**config.mk**
```make
export PLATFORM = sky130hd
export DESIGN_NAME = sorted_priority_queue
export DESIGN_NICKNAME = d
export VERILOG_FILES = /design/src/sv/spq_pkg.sv /design/src/sv/spq_csr.sv /design/src/sv/spq_ctrl.sv /design/src/sv/spq_dpath.sv /design/src/sv/sorted_priority_queue.sv
export SDC_FILE = /design/constraint.sdc
export NUM_CORES = 2
export LEC_CHECK = 0
export BUFFER_PORTS_ARGS = -buffer_cell sky130_fd_sc_hd__buf_4
export CELL_PAD_IN_SITES_DETAIL_PLACEMENT = 0
export CELL_PAD_IN_SITES_GLOBAL_PLACEMENT = 1
export CORE_ASPECT_RATIO = 1.4
export CORE_UTILIZATION = 40
export DETAILED_ROUTE_END_ITERATION = 10
export PLACE_DENSITY = 0.73
export SETUP_SLACK_MARGIN = 0.5
export SYNTH_ARGS = -nofsm -noshare
export SYNTH_HDL_FRONTEND = slang
export SYNTH_SLANG_ARGS = --single-unit
export TNS_END_PERCENT = 100
```
**constraint.sdc**
```tcl
create_clock -name clock -period 11.5 [get_ports clock]
set_input_delay 0 -clock clock [delete_from_list [all_inputs] [get_ports clock]]
set_output_delay 0 -clock clock [all_outputs]
set_load 0.02 [all_outputs]
```
**src/sv/spq_pkg.sv**
```systemverilog
// Shared types, codes and defaults for the sorted priority queue.
// Depends on nothing; every other file of the block imports it.
package spq_pkg;

   localparam int DEFAULT_MAX_ENTRIES = 16;

   localparam int         DATA_W     = 32;
   localparam int         CAP_W      = 5;
   localparam int         COUNT_OUT_W = 5;
   localparam int         CSR_ADDR_W = 3;
   localparam int         CSR_DATA_W = 32;
   localparam logic [CAP_W-1:0] CAP_RESET = 5'd16;

   localparam logic [0:0] CSR_IDX_QUEUE_CAPACITY = 1'b0;

   localparam logic [1:0] MODE_ENQUEUE = 2'd0;
   localparam logic [1:0] MODE_DEQUEUE = 2'd1;
   localparam logic [1:0] MODE_CLEAR   = 2'd2;

   localparam logic [1:0] STATUS_DONE       = 2'd0;
   localparam logic [1:0] STATUS_FULL_DROP  = 2'd1;
   localparam logic [1:0] STATUS_EMPTY_DEQ  = 2'd2;

   typedef enum logic [0:0] {
      ST_IDLE,
      ST_EXEC
   } ctrl_state_type;

   typedef struct packed {
      logic load;
      logic commit;
   } dp_cmd_type;

endpackage

```
**src/sv/spq_csr.sv**
```systemverilog
// Configuration register file of the sorted priority queue (APB-style).
// Depends on spq_pkg.
module spq_csr
   import spq_pkg::*;
(
   input  logic                  clock,
   input  logic                  reset,
   input  logic                  psel,
   input  logic                  penable,
   input  logic                  pwrite,
   input  logic [CSR_ADDR_W-1:0] paddr,
   input  logic [CSR_DATA_W-1:0] pwdata,
   output logic [CSR_DATA_W-1:0] prdata,
   output logic                  pready,
   output logic [CAP_W-1:0]      queue_capacity
);

   logic [CAP_W-1:0] capacity_ff;
   logic [CAP_W-1:0] capacity_in;
   logic             sel_capacity;

   assign pready       = 1'b1;
   assign sel_capacity = (paddr[2] == CSR_IDX_QUEUE_CAPACITY);

   always_comb begin
      capacity_in = capacity_ff;
      if (psel && penable && pwrite && pready && sel_capacity) begin
         capacity_in = pwdata[CAP_W-1:0];
      end
   end

   always_ff @(posedge clock) begin
      if (reset) begin
         capacity_ff <= CAP_RESET;
      end else begin
         capacity_ff <= capacity_in;
      end
   end

   assign prdata         = sel_capacity ? {{(CSR_DATA_W-CAP_W){1'b0}}, capacity_ff}
                                        : '0;
   assign queue_capacity = capacity_ff;

endmodule

```
**src/sv/spq_ctrl.sv**
```systemverilog
// Controller of the sorted priority queue: request sequencing and result valid.
// Depends on spq_pkg.
module spq_ctrl
   import spq_pkg::*;
(
   input  logic       clock,
   input  logic       reset,
   input  logic       req_valid,
   output logic       req_ready,
   output logic       rsp_valid,
   input  logic       rsp_ready,
   output dp_cmd_type cmd
);

   ctrl_state_type state_ff;
   ctrl_state_type state_in;
   logic           rsp_valid_ff;
   logic           rsp_valid_in;
   logic           out_free;

   assign out_free = !rsp_valid_ff || rsp_ready;

   always_comb begin
      state_in = state_ff;
      case (state_ff)
         ST_IDLE: begin
            if (req_valid) state_in = ST_EXEC;
         end
         ST_EXEC: begin
            if (out_free) state_in = ST_IDLE;
         end
         default: state_in = ST_IDLE;
      endcase
   end

   always_comb begin
      req_ready  = 1'b0;
      cmd.load   = 1'b0;
      cmd.commit = 1'b0;
      case (state_ff)
         ST_IDLE: begin
            req_ready = 1'b1;
            cmd.load  = req_valid;
         end
         ST_EXEC: begin
            cmd.commit = out_free;
         end
         default: begin
            req_ready = 1'b0;
         end
      endcase
   end

   assign rsp_valid_in = cmd.commit || (rsp_valid_ff && !rsp_ready);

   always_ff @(posedge clock) begin
      if (reset) begin
         state_ff     <= ST_IDLE;
         rsp_valid_ff <= 1'b0;
      end else begin
         state_ff     <= state_in;
         rsp_valid_ff <= rsp_valid_in;
      end
   end

   assign rsp_valid = rsp_valid_ff;

endmodule

```
**src/sv/spq_dpath.sv**
```systemverilog
// Datapath of the sorted priority queue: request latch, sorted cell array with
// parallel compare and shift, entry count and result register. Depends on spq_pkg.
module spq_dpath
   import spq_pkg::*;
#(
   parameter int MAX_ENTRIES = DEFAULT_MAX_ENTRIES
) (
   input  logic                     clock,
   input  logic                     reset,
   input  dp_cmd_type               cmd,
   input  logic [CAP_W-1:0]         queue_capacity,
   input  logic [1:0]               req_mode,
   input  logic signed [DATA_W-1:0] req_item_data,
   input  logic signed [DATA_W-1:0] req_item_priority,
   output logic [1:0]               rsp_status,
   output logic                     rsp_head_valid,
   output logic signed [DATA_W-1:0] rsp_head_data,
   output logic signed [DATA_W-1:0] rsp_head_priority,
   output logic [COUNT_OUT_W-1:0]   rsp_entry_count,
   output logic                     rsp_is_full,
   output logic                     rsp_is_empty
);

   localparam int CW = $clog2(MAX_ENTRIES + 1);
   localparam int IW = CW + CAP_W;

   logic [1:0]               mode_ff;
   logic signed [DATA_W-1:0] data_ff;
   logic signed [DATA_W-1:0] prio_ff;

   logic signed [DATA_W-1:0] cell_data_ff [MAX_ENTRIES];
   logic signed [DATA_W-1:0] cell_prio_ff [MAX_ENTRIES];
   logic signed [DATA_W-1:0] cell_data_in [MAX_ENTRIES];
   logic signed [DATA_W-1:0] cell_prio_in [MAX_ENTRIES];
   logic [MAX_ENTRIES-1:0]   ge;

   logic [CW-1:0] count_ff;
   logic [CW-1:0] count_in;
   logic [IW-1:0] count_ext;
   logic [IW-1:0] count_new_ext;
   logic [IW-1:0] cap_ext;
   logic [IW-1:0] max_ext;
   logic [IW-1:0] cap_eff;
   logic          full_now;
   logic          empty_now;
   logic          enq_ok;
   logic [1:0]    status_in;

   logic [1:0]               status_ff;
   logic                     head_valid_ff;
   logic signed [DATA_W-1:0] head_data_ff;
   logic signed [DATA_W-1:0] head_prio_ff;
   logic [COUNT_OUT_W-1:0]   entry_count_ff;
   logic                     is_full_ff;
   logic                     is_empty_ff;

   always_ff @(posedge clock) begin
      if (cmd.load) begin
         mode_ff <= req_mode;
         data_ff <= req_item_data;
         prio_ff <= req_item_priority;
      end
   end

   assign count_ext = {{CAP_W{1'b0}}, count_ff};
   assign cap_ext   = {{CW{1'b0}}, queue_capacity};
   assign max_ext   = IW'(MAX_ENTRIES);
   assign cap_eff   = (cap_ext > max_ext) ? max_ext : cap_ext;
   assign full_now  = (count_ext >= cap_eff);
   assign empty_now = (count_ff == '0);
   assign enq_ok    = (mode_ff == MODE_ENQUEUE) && !full_now;

   for (genvar g = 0; g < MAX_ENTRIES; g++) begin : g_cell
      assign ge[g] = (CW'(g) < count_ff) && (cell_prio_ff[g] >= prio_ff);

      always_comb begin
         cell_data_in[g] = cell_data_ff[g];
         cell_prio_in[g] = cell_prio_ff[g];
         case (mode_ff)
            MODE_ENQUEUE: begin
               if (!full_now && !ge[g]) begin
                  if (g == 0) begin
                     cell_data_in[g] = data_ff;
                     cell_prio_in[g] = prio_ff;
                  end else if (ge[(g == 0) ? 0 : g-1]) begin
                     cell_data_in[g] = data_ff;
                     cell_prio_in[g] = prio_ff;
                  end else begin
                     cell_data_in[g] = cell_data_ff[(g == 0) ? 0 : g-1];
                     cell_prio_in[g] = cell_prio_ff[(g == 0) ? 0 : g-1];
                  end
               end
            end
            MODE_DEQUEUE: begin
               if (!empty_now && (g != MAX_ENTRIES-1)) begin
                  cell_data_in[g] = cell_data_ff[(g == MAX_ENTRIES-1) ? g : g+1];
                  cell_prio_in[g] = cell_prio_ff[(g == MAX_ENTRIES-1) ? g : g+1];
               end
            end
            default: begin
               cell_data_in[g] = cell_data_ff[g];
            end
         endcase
      end

      always_ff @(posedge clock) begin
         if (cmd.commit) begin
            cell_data_ff[g] <= cell_data_in[g];
            cell_prio_ff[g] <= cell_prio_in[g];
         end
      end
   end

   always_comb begin
      count_in  = count_ff;
      status_in = STATUS_DONE;
      case (mode_ff)
         MODE_ENQUEUE: begin
            if (enq_ok) count_in = count_ff + CW'(1);
            else        status_in = STATUS_FULL_DROP;
         end
         MODE_DEQUEUE: begin
            if (!empty_now) count_in = count_ff - CW'(1);
            else            status_in = STATUS_EMPTY_DEQ;
         end
         MODE_CLEAR: begin
            count_in = '0;
         end
         default: begin
            count_in = count_ff;
         end
      endcase
   end

   assign count_new_ext = {{CAP_W{1'b0}}, count_in};

   always_ff @(posedge clock) begin
      if (reset) begin
         count_ff <= '0;
      end else if (cmd.commit) begin
         count_ff <= count_in;
      end
   end

   always_ff @(posedge clock) begin
      if (cmd.commit) begin
         status_ff      <= status_in;
         head_valid_ff  <= (count_in != '0);
         head_data_ff   <= (count_in != '0) ? cell_data_in[0] : '0;
         head_prio_ff   <= (count_in != '0) ? cell_prio_in[0] : '0;
         entry_count_ff <= count_new_ext[COUNT_OUT_W-1:0];
         is_full_ff     <= (count_new_ext >= cap_eff);
         is_empty_ff    <= (count_in == '0);
      end
   end

   assign rsp_status        = status_ff;
   assign rsp_head_valid    = head_valid_ff;
   assign rsp_head_data     = head_data_ff;
   assign rsp_head_priority = head_prio_ff;
   assign rsp_entry_count   = entry_count_ff;
   assign rsp_is_full       = is_full_ff;
   assign rsp_is_empty      = is_empty_ff;

endmodule

```
**src/sv/sorted_priority_queue.sv**
```systemverilog
// Sorted priority queue, highest priority first, first in first out among equals.
// Each item first has its request latched; then all cells compare against the
// new priority and shift in parallel while the result register loads; the next
// item is accepted while that result waits, and a result that is still waiting
// holds the compare and shift step. Results come one per item, in order.
// Top level; depends on spq_pkg, spq_csr, spq_ctrl and spq_dpath.
module sorted_priority_queue
   import spq_pkg::*;
#(
   parameter int MAX_ENTRIES = DEFAULT_MAX_ENTRIES
) (
   input  logic                     clock,
   input  logic                     reset,
   input  logic                     req_valid,
   output logic                     req_ready,
   input  logic [1:0]               req_mode,
   input  logic signed [DATA_W-1:0] req_item_data,
   input  logic signed [DATA_W-1:0] req_item_priority,
   output logic                     rsp_valid,
   input  logic                     rsp_ready,
   output logic [1:0]               rsp_status,
   output logic                     rsp_head_valid,
   output logic signed [DATA_W-1:0] rsp_head_data,
   output logic signed [DATA_W-1:0] rsp_head_priority,
   output logic [COUNT_OUT_W-1:0]   rsp_entry_count,
   output logic                     rsp_is_full,
   output logic                     rsp_is_empty,
   input  logic                     psel,
   input  logic                     penable,
   input  logic                     pwrite,
   input  logic [CSR_ADDR_W-1:0]    paddr,
   input  logic [CSR_DATA_W-1:0]    pwdata,
   output logic [CSR_DATA_W-1:0]    prdata,
   output logic                     pready
);

   dp_cmd_type       cmd;
   logic [CAP_W-1:0] queue_capacity;

   spq_csr u_csr (
      .clock          (clock),
      .reset          (reset),
      .psel           (psel),
      .penable        (penable),
      .pwrite         (pwrite),
      .paddr          (paddr),
      .pwdata         (pwdata),
      .prdata         (prdata),
      .pready         (pready),
      .queue_capacity (queue_capacity)
   );

   spq_ctrl u_ctrl (
      .clock     (clock),
      .reset     (reset),
      .req_valid (req_valid),
      .req_ready (req_ready),
      .rsp_valid (rsp_valid),
      .rsp_ready (rsp_ready),
      .cmd       (cmd)
   );

   spq_dpath #(
      .MAX_ENTRIES (MAX_ENTRIES)
   ) u_dpath (
      .clock             (clock),
      .reset             (reset),
      .cmd               (cmd),
      .queue_capacity    (queue_capacity),
      .req_mode          (req_mode),
      .req_item_data     (req_item_data),
      .req_item_priority (req_item_priority),
      .rsp_status        (rsp_status),
      .rsp_head_valid    (rsp_head_valid),
      .rsp_head_data     (rsp_head_data),
      .rsp_head_priority (rsp_head_priority),
      .rsp_entry_count   (rsp_entry_count),
      .rsp_is_full       (rsp_is_full),
      .rsp_is_empty      (rsp_is_empty)
   );

endmodule

```
After elaboration in Yosys (flattened, before gate mapping)

Memory sizes are Yosys's and may differ from the RTL's.
Index checks and enable logic that the tools add are counted.

Register bits after elaboration: 152
Bits in writable memories: 1024
Input port bits: 108
Output and inout bits: 109
Word-level logic and storage cells: 259
Memories kept: 2

Memories:

| memory               | depth | width | rd ports | clocked after Yosys merged registers in | wr ports | line            | text |
|---|---|---|---|---|---|---|---|
| u_dpath.cell_data_ff | 16    | 32    | 16       | 0                                       | 16       | spq_dpath.sv:31 | `logic signed [DATA_W-1:0] cell_data_ff [MAX_ENTRIES];` |
| u_dpath.cell_prio_ff | 16    | 32    | 16       | 0                                       | 16       | spq_dpath.sv:32 | `logic signed [DATA_W-1:0] cell_prio_ff [MAX_ENTRIES];` |

Add/subtract/negate cells: 2
Magnitude comparators: 35
Equal/unequal tests: 2
Muxes and demuxes: 140
Bitwise operators: 2
Reductions and logical operators: 62

Operators with widths:

| cell                                                      | number |
|---|---|
| 2-to-1 mux 32 bit                                         | 94 |
| case mux 32 bit (2 select lines)                          | 30 |
| greater-or-equal comparator 32 bit                        | 16 |
| less-than comparator 4 x 5 -> 1 bit, first input constant | 8 |
| logical AND 1 bit                                         | 37 |
| greater-or-equal comparator 5 x 10 -> 1 bit               | 2 |
| less-than comparator 3 x 5 -> 1 bit, first input constant | 4 |
| 2-to-1 mux 5 bit                                          | 4 |
| logical NOT 1 bit                                         | 19 |
| case mux 5 bit (3 select lines)                           | 1 |
| logical NOT 5 bit                                         | 2 |
| less-than comparator 1 x 5 -> 1 bit, first input constant | 2 |
| less-than comparator 2 x 5 -> 1 bit, first input constant | 2 |
| 2-to-1 mux 1 bit                                          | 8 |
| adder 5 x 1 -> 5 bit, second input constant               | 1 |
| greater-than comparator 5 bit, second input constant      | 1 |
| nonzero test 5 bit                                        | 1 |
| subtractor 5 x 1 -> 5 bit, second input constant          | 1 |
| case mux 2 bit (2 select lines)                           | 1 |
| equality test 2 x 1 -> 1 bit, second input constant       | 1 |
| equality test 2 bit, second input constant                | 1 |
| logical NOT 2 bit                                         | 1 |
| logical OR 1 bit                                          | 2 |
| 2-to-1 mux 2 bit                                          | 1 |
| 2 further kinds                                           | 3 |

Depth between registers and ports, before layout

Depth in word-level cells: 8
Mapped depth: 16

Modules after synthesis

Synthesis repeated with hierarchy kept, for this count alone.

Cells, all modules: 6586
Area, all modules: 69395.3 sq um

By module, submodules not included:

| module    | instances | cells an instance | area an instance (sq um) | seq. area each (sq um) |
|---|---|---|---|---|
| spq_dpath | 1         | 6519              | 68813.5                  | 35053.6 |
| spq_csr   | 1         | 58                | 494.2                    | 100.1 |
| spq_ctrl  | 1         | 9                 | 87.6                     | 40.0 |

Worst setup path after synthesis

Ideal clock, no wire load.

Kind: register to register
From: reg u_ctrl.rsp_valid_ff, in the netlist u_ctrl.rsp_valid
To: mem u_dpath.cell_data_ff[15][0], enable pin
Library setup time: 524 ps
Data arrival time: 8346 ps
Path slack: 2630 ps
Cell stages (with the launch flop): 6
Path buffers: 1
Path through: dfxtp_1 -> nand2b_1 -> and2_1 -> clkbuf_1 -> o211ai_1 -> a31oi_1

RTL lines:

| element                  | line            | text |
|---|---|---|
| start: declaration       | spq_ctrl.sv:17  | `logic rsp_valid_ff;` |
| start signal: assignment | spq_ctrl.sv:62  | `rsp_valid_ff <= rsp_valid_in;` |
| end: declaration         | spq_dpath.sv:31 |  |

==> impl_results.md <==
- Status: finished, final reports clean
- First-pass GRT wire length: 355 mm
- NetSw: 0.00307 W
- Area added between synthesis and finish: 12.3%
- Final Hold Vio Count: 0
- Die Area: 176000 µm²
- Slew margin rel.: 0.116
- Cell Area, Synth: 69800 µm²
- Vias in the first global route: 52949
- Pre-antenna DRT Iters: 8
- Peak supply drop: 135 µV
- Crit path to: u_dpath.cell_prio_ff[6][27]$_DFFE_PP_
- Crit Path Class: reg -> reg
- PwrDens: 137 nW/µm²
- Critical R2R Launch: u_dpath.prio_ff[5]$_DFFE_PP_
- Worst Path Max Fanout: 47
- All-Layer GR Usage: 0.271
- DP Wirelength: 156 mm
- Final setup vio count: 0
- Synth Instances: 6500
- Inserted Clock Buffers: 120
- Die height: 496 µm
- Ys flop type: edfxtp_1
- Max Cap Violations: 0
- Tmin final: 6.77 ns
- Via count: 53661
- EDFF count, synth: 1164
- Unique masters post-synth: 71
- Sw frac: 0.286
- Fin crit share: 0.589
- Xor-xnor portion of the synthesized cell area: 0
- Core footprint: 173000 µm²
- WP data arrival: 7.16 ns
- Worst Setup End Kind: flip-flop
- RSZ-0062 raised after global routing: no
- Sum Neg Setup Slack: 0 ns
- Mapped Avg Cell Area: 10.7 µm²
- Initial antenna violation count: 10
- TritonCTS clock tree: yes
- Yosys reg bits: 1176
- Leak: 30.2 nW
- # IOs: 217
- Async SR Flop Fraction: 0
- Skew final: 0.0320 ns
- DR WL/cell: 27.3 µm
- Clock buffer depth: 3
- Fmax: 148 MHz
- Clk pwr share: 0.371
- WL final: 244 mm
- Worst-Skew Late Latency: 0.80 ns
- Nets: 7163
- Flop pwr share: 0.482
- I/O Buffers: 159
- CP Launch Type: flip-flop
- R2R cell count: 10
- Worst R2R Setup Slack: 4.73 ns
- Yosys warns: 0
- Initial core utilization: 0.403
- CTS hold repair buffers: 157
- Gate power share: 0.147
- Synth Area in Compound Gates: 0.129
- Post_cts resized: 0
- Worst Path Required: 11.89 ns
- Clock Root Buffer: clkbuf_16
- Worst-Margin Slew: 1.31 ns
- Std cell rows: 181
- Final number of max-transition violations: 0
- Global route overflow: 0
- Placed Area: 73000 µm²
- Clk sink count: 1176
- Int Pwr: 0.00767 W
- Sequential-to-total area share from yosys stat: 0.504
- Reg2reg end: u_dpath.cell_prio_ff[6][27]$_DFFE_PP_
- Antenna Violating Nets Remaining: 0
- Main combinational cell family by area after synthesis: compound AO/OA/AOI/OAI gates
- DR vias/cell: 6.02
- CTS clk-pin slew, worst paths: 0.07 ns
- Largest net degree at the start of global routing: 246
- Post-CTS Setup Bufs: 0
- Iteration-0 DRC Markers: 5163
- Mux cell area share after synthesis: 0.121
- Tightest Hold Check Type: in -> reg
- WHS Path Cells: 3
- Critical Path Source: u_dpath.prio_ff[5]$_DFFE_PP_
- Post-synthesis adder-cell area fraction: 0.0941
- Post-route cell area: 78400 µm²
- Layout cells sized above 1: 0.0758
- Die X: 355 µm
- DRC viols: 0
- Gpl congestion: 0.960
- CTS H-tree lvls: 3
- Simple-gate share of the synthesized area: 0.115
-- power groups by stage --
stage	logic (W)	clock network, W	registers, W
floorplan	0.000991	0	0.00519
detailed placement	0.00152	0	0.00526
finish	0.00158	0.00398	0.00518
global placement	0.00149	0	0.00526
global route	0.00172	0.00418	0.00519
CTS	0.00157	0.00404	0.00517
-- critical path, stage by stage, from the launching register on --
cell and delay [ns]:
edfxtp_1 0.85, inv_1 0.65, ha_1 0.50, nand4_1 0.31, a21oi_1 0.15, a211oi_1 0.80, o22ai_1 0.19, nor4_1 0.95
a221oi_4 0.07, a21oi_4 0.89, buf_4 0.98
-- cell usage in the layout (no fill, tap or decap), types with 66 or more instances in the layout --
cell / synthesis / routed
a21o_1: 103 / 103
dlygate4sd3_1: 0 / 157
mux2i_1: 770 / 770
nor2_1: 422 / 412
a221oi_1: 67 / 67
nand4_1: 99 / 99
clkbuf_16: 0 / 122
nor3_1: 93 / 91
buf_4: 29 / 269
o21ai_1: 609 / 607
nand3_1: 68 / 68
o211ai_1: 113 / 113
a21oi_1: 335 / 328
ha_1: 525 / 525
nand2_1: 869 / 864
inv_1: 71 / 71
or3_1: 70 / 70
and2_1: 67 / 66
a31oi_1: 78 / 73
edfxtp_1: 1164 / 1164
-- cells by family after synthesis --
logic type               Yosys count
AND/OR/NAND/NOR                 1827
multiplexers                     834
other                              2
adder cells (fa/ha/maj)          525
AO/OA/AOI/OAI                   1512
buffers and inverters            624
flip-flops                      1176
-- worst min-delay path by stage --
stage	end	start	slack, ns
detailed placement	u_dpath.data_ff[1]$_DFFE_PP_	req_item_data[1]	0.18
global route	u_dpath.count_ff[4]$_SDFFE_PP0P_	reset	0.12
finish	u_dpath.count_ff[4]$_SDFFE_PP0P_	reset	0.10
global placement	u_dpath.data_ff[1]$_DFFE_PP_	req_item_data[1]	0.18
floorplan	prdata[4]	paddr[2]	0.07
CTS	u_dpath.count_ff[1]$_SDFFE_PP0P_	reset	0.02
-- per-stage QoR --
step | hold slack [ns] | utilization | cells | setup WS [ns] | total power, W
2_1_floorplan | 0.0749 | - | 6526 | 2.63 | 0.00619
3_3_place_gp | 0.178 | 0.421 | 8538 | 4.99 | 0.00675
3_5_place_dp | 0.179 | 0.421 | 8538 | 4.97 | 0.00679
4_1_cts | 0.0170 | 0.452 | 8913 | 4.92 | 0.0108
5_1_grt | 0.115 | 0.452 | 8914 | 4.76 | 0.0111
6_report | 0.100 | 0.452 | 8916 | 4.73 | 0.0107
-- sequential cells by signal (all words and copies together) (netlist names), 2 cells and up --
| signal | flops |
|---|---|
| u_dpath.prio_ff | 32 |
| u_dpath.cell_data_ff | 512 |
| u_csr.queue_capacity | 5 |
| u_dpath.data_ff | 32 |
| u_dpath.cell_prio_ff | 512 |
| u_dpath.mode_ff | 2 |
| u_dpath.rsp_head_data | 32 |
| u_dpath.count_ff | 5 |
| u_dpath.rsp_status | 2 |
| u_dpath.rsp_head_priority | 32 |
| u_dpath.rsp_entry_count | 5 |
-- area by class of cell --
class	instances	area, µm²
Fill cell	16340	95000
Sequential cell	1176	35200
Multi-Input combinational cell	4726	32600
Timing Repair Buffer	432	3710
Clock buffer	134	3100
Tap cell	2287	2860
Clock inverter	84	706
Inverter	74	278
Antenna cell	3	7.51
-- synth_stat cells (4+ instances only) --
cell type	n	area share
o22ai_1	4	0.00036
dfxtp_1	12	0.0034
nand3_1	68	0.0049
a21oi_1	335	0.024
a31oi_1	78	0.0070
nor2b_1	39	0.0035
ha_1	525	0.094
mux2_1	64	0.010
o21bai_1	6	0.00064
nor3_1	93	0.0067
buf_1	17	0.00091
clkbuf_1	428	0.023
mux2i_1	770	0.11
nor4_1	14	0.0013
and4_1	7	0.00088
o221ai_1	5	0.00063
o31ai_1	7	0.00075
o21ai_0	54	0.0039
nand2_1	869	0.047
or3_1	70	0.0063
nand4_1	99	0.0089
a221o_1	34	0.0049
o21a_1	21	0.0023
buf_2	70	0.0050
and2_1	67	0.0060
or4_1	4	0.00043
or2_1	5	0.00045
a211oi_1	23	0.0025
nor2_1	422	0.023
buf_6	6	0.00097
o21ai_1	609	0.044
buf_4	29	0.0031
a21o_1	103	0.011
a221oi_1	67	0.0084
a211o_1	7	0.00088
edfxtp_1	1164	0.50
and3_1	36	0.0032
a2111oi_0	11	0.0014
inv_1	71	0.0038
o211ai_1	113	0.012
nand2b_1	21	0.0019
-- routing by layer --
layer,track usage,wire [µm],up-vias
li1,-,-,24283
met2,0.468,120000,2121
met5,0,13,-
met1,0.321,93100,26645
met4,0.165,16200,2
met3,0.0325,14700,610
Power figures use the tool's default switching activity.
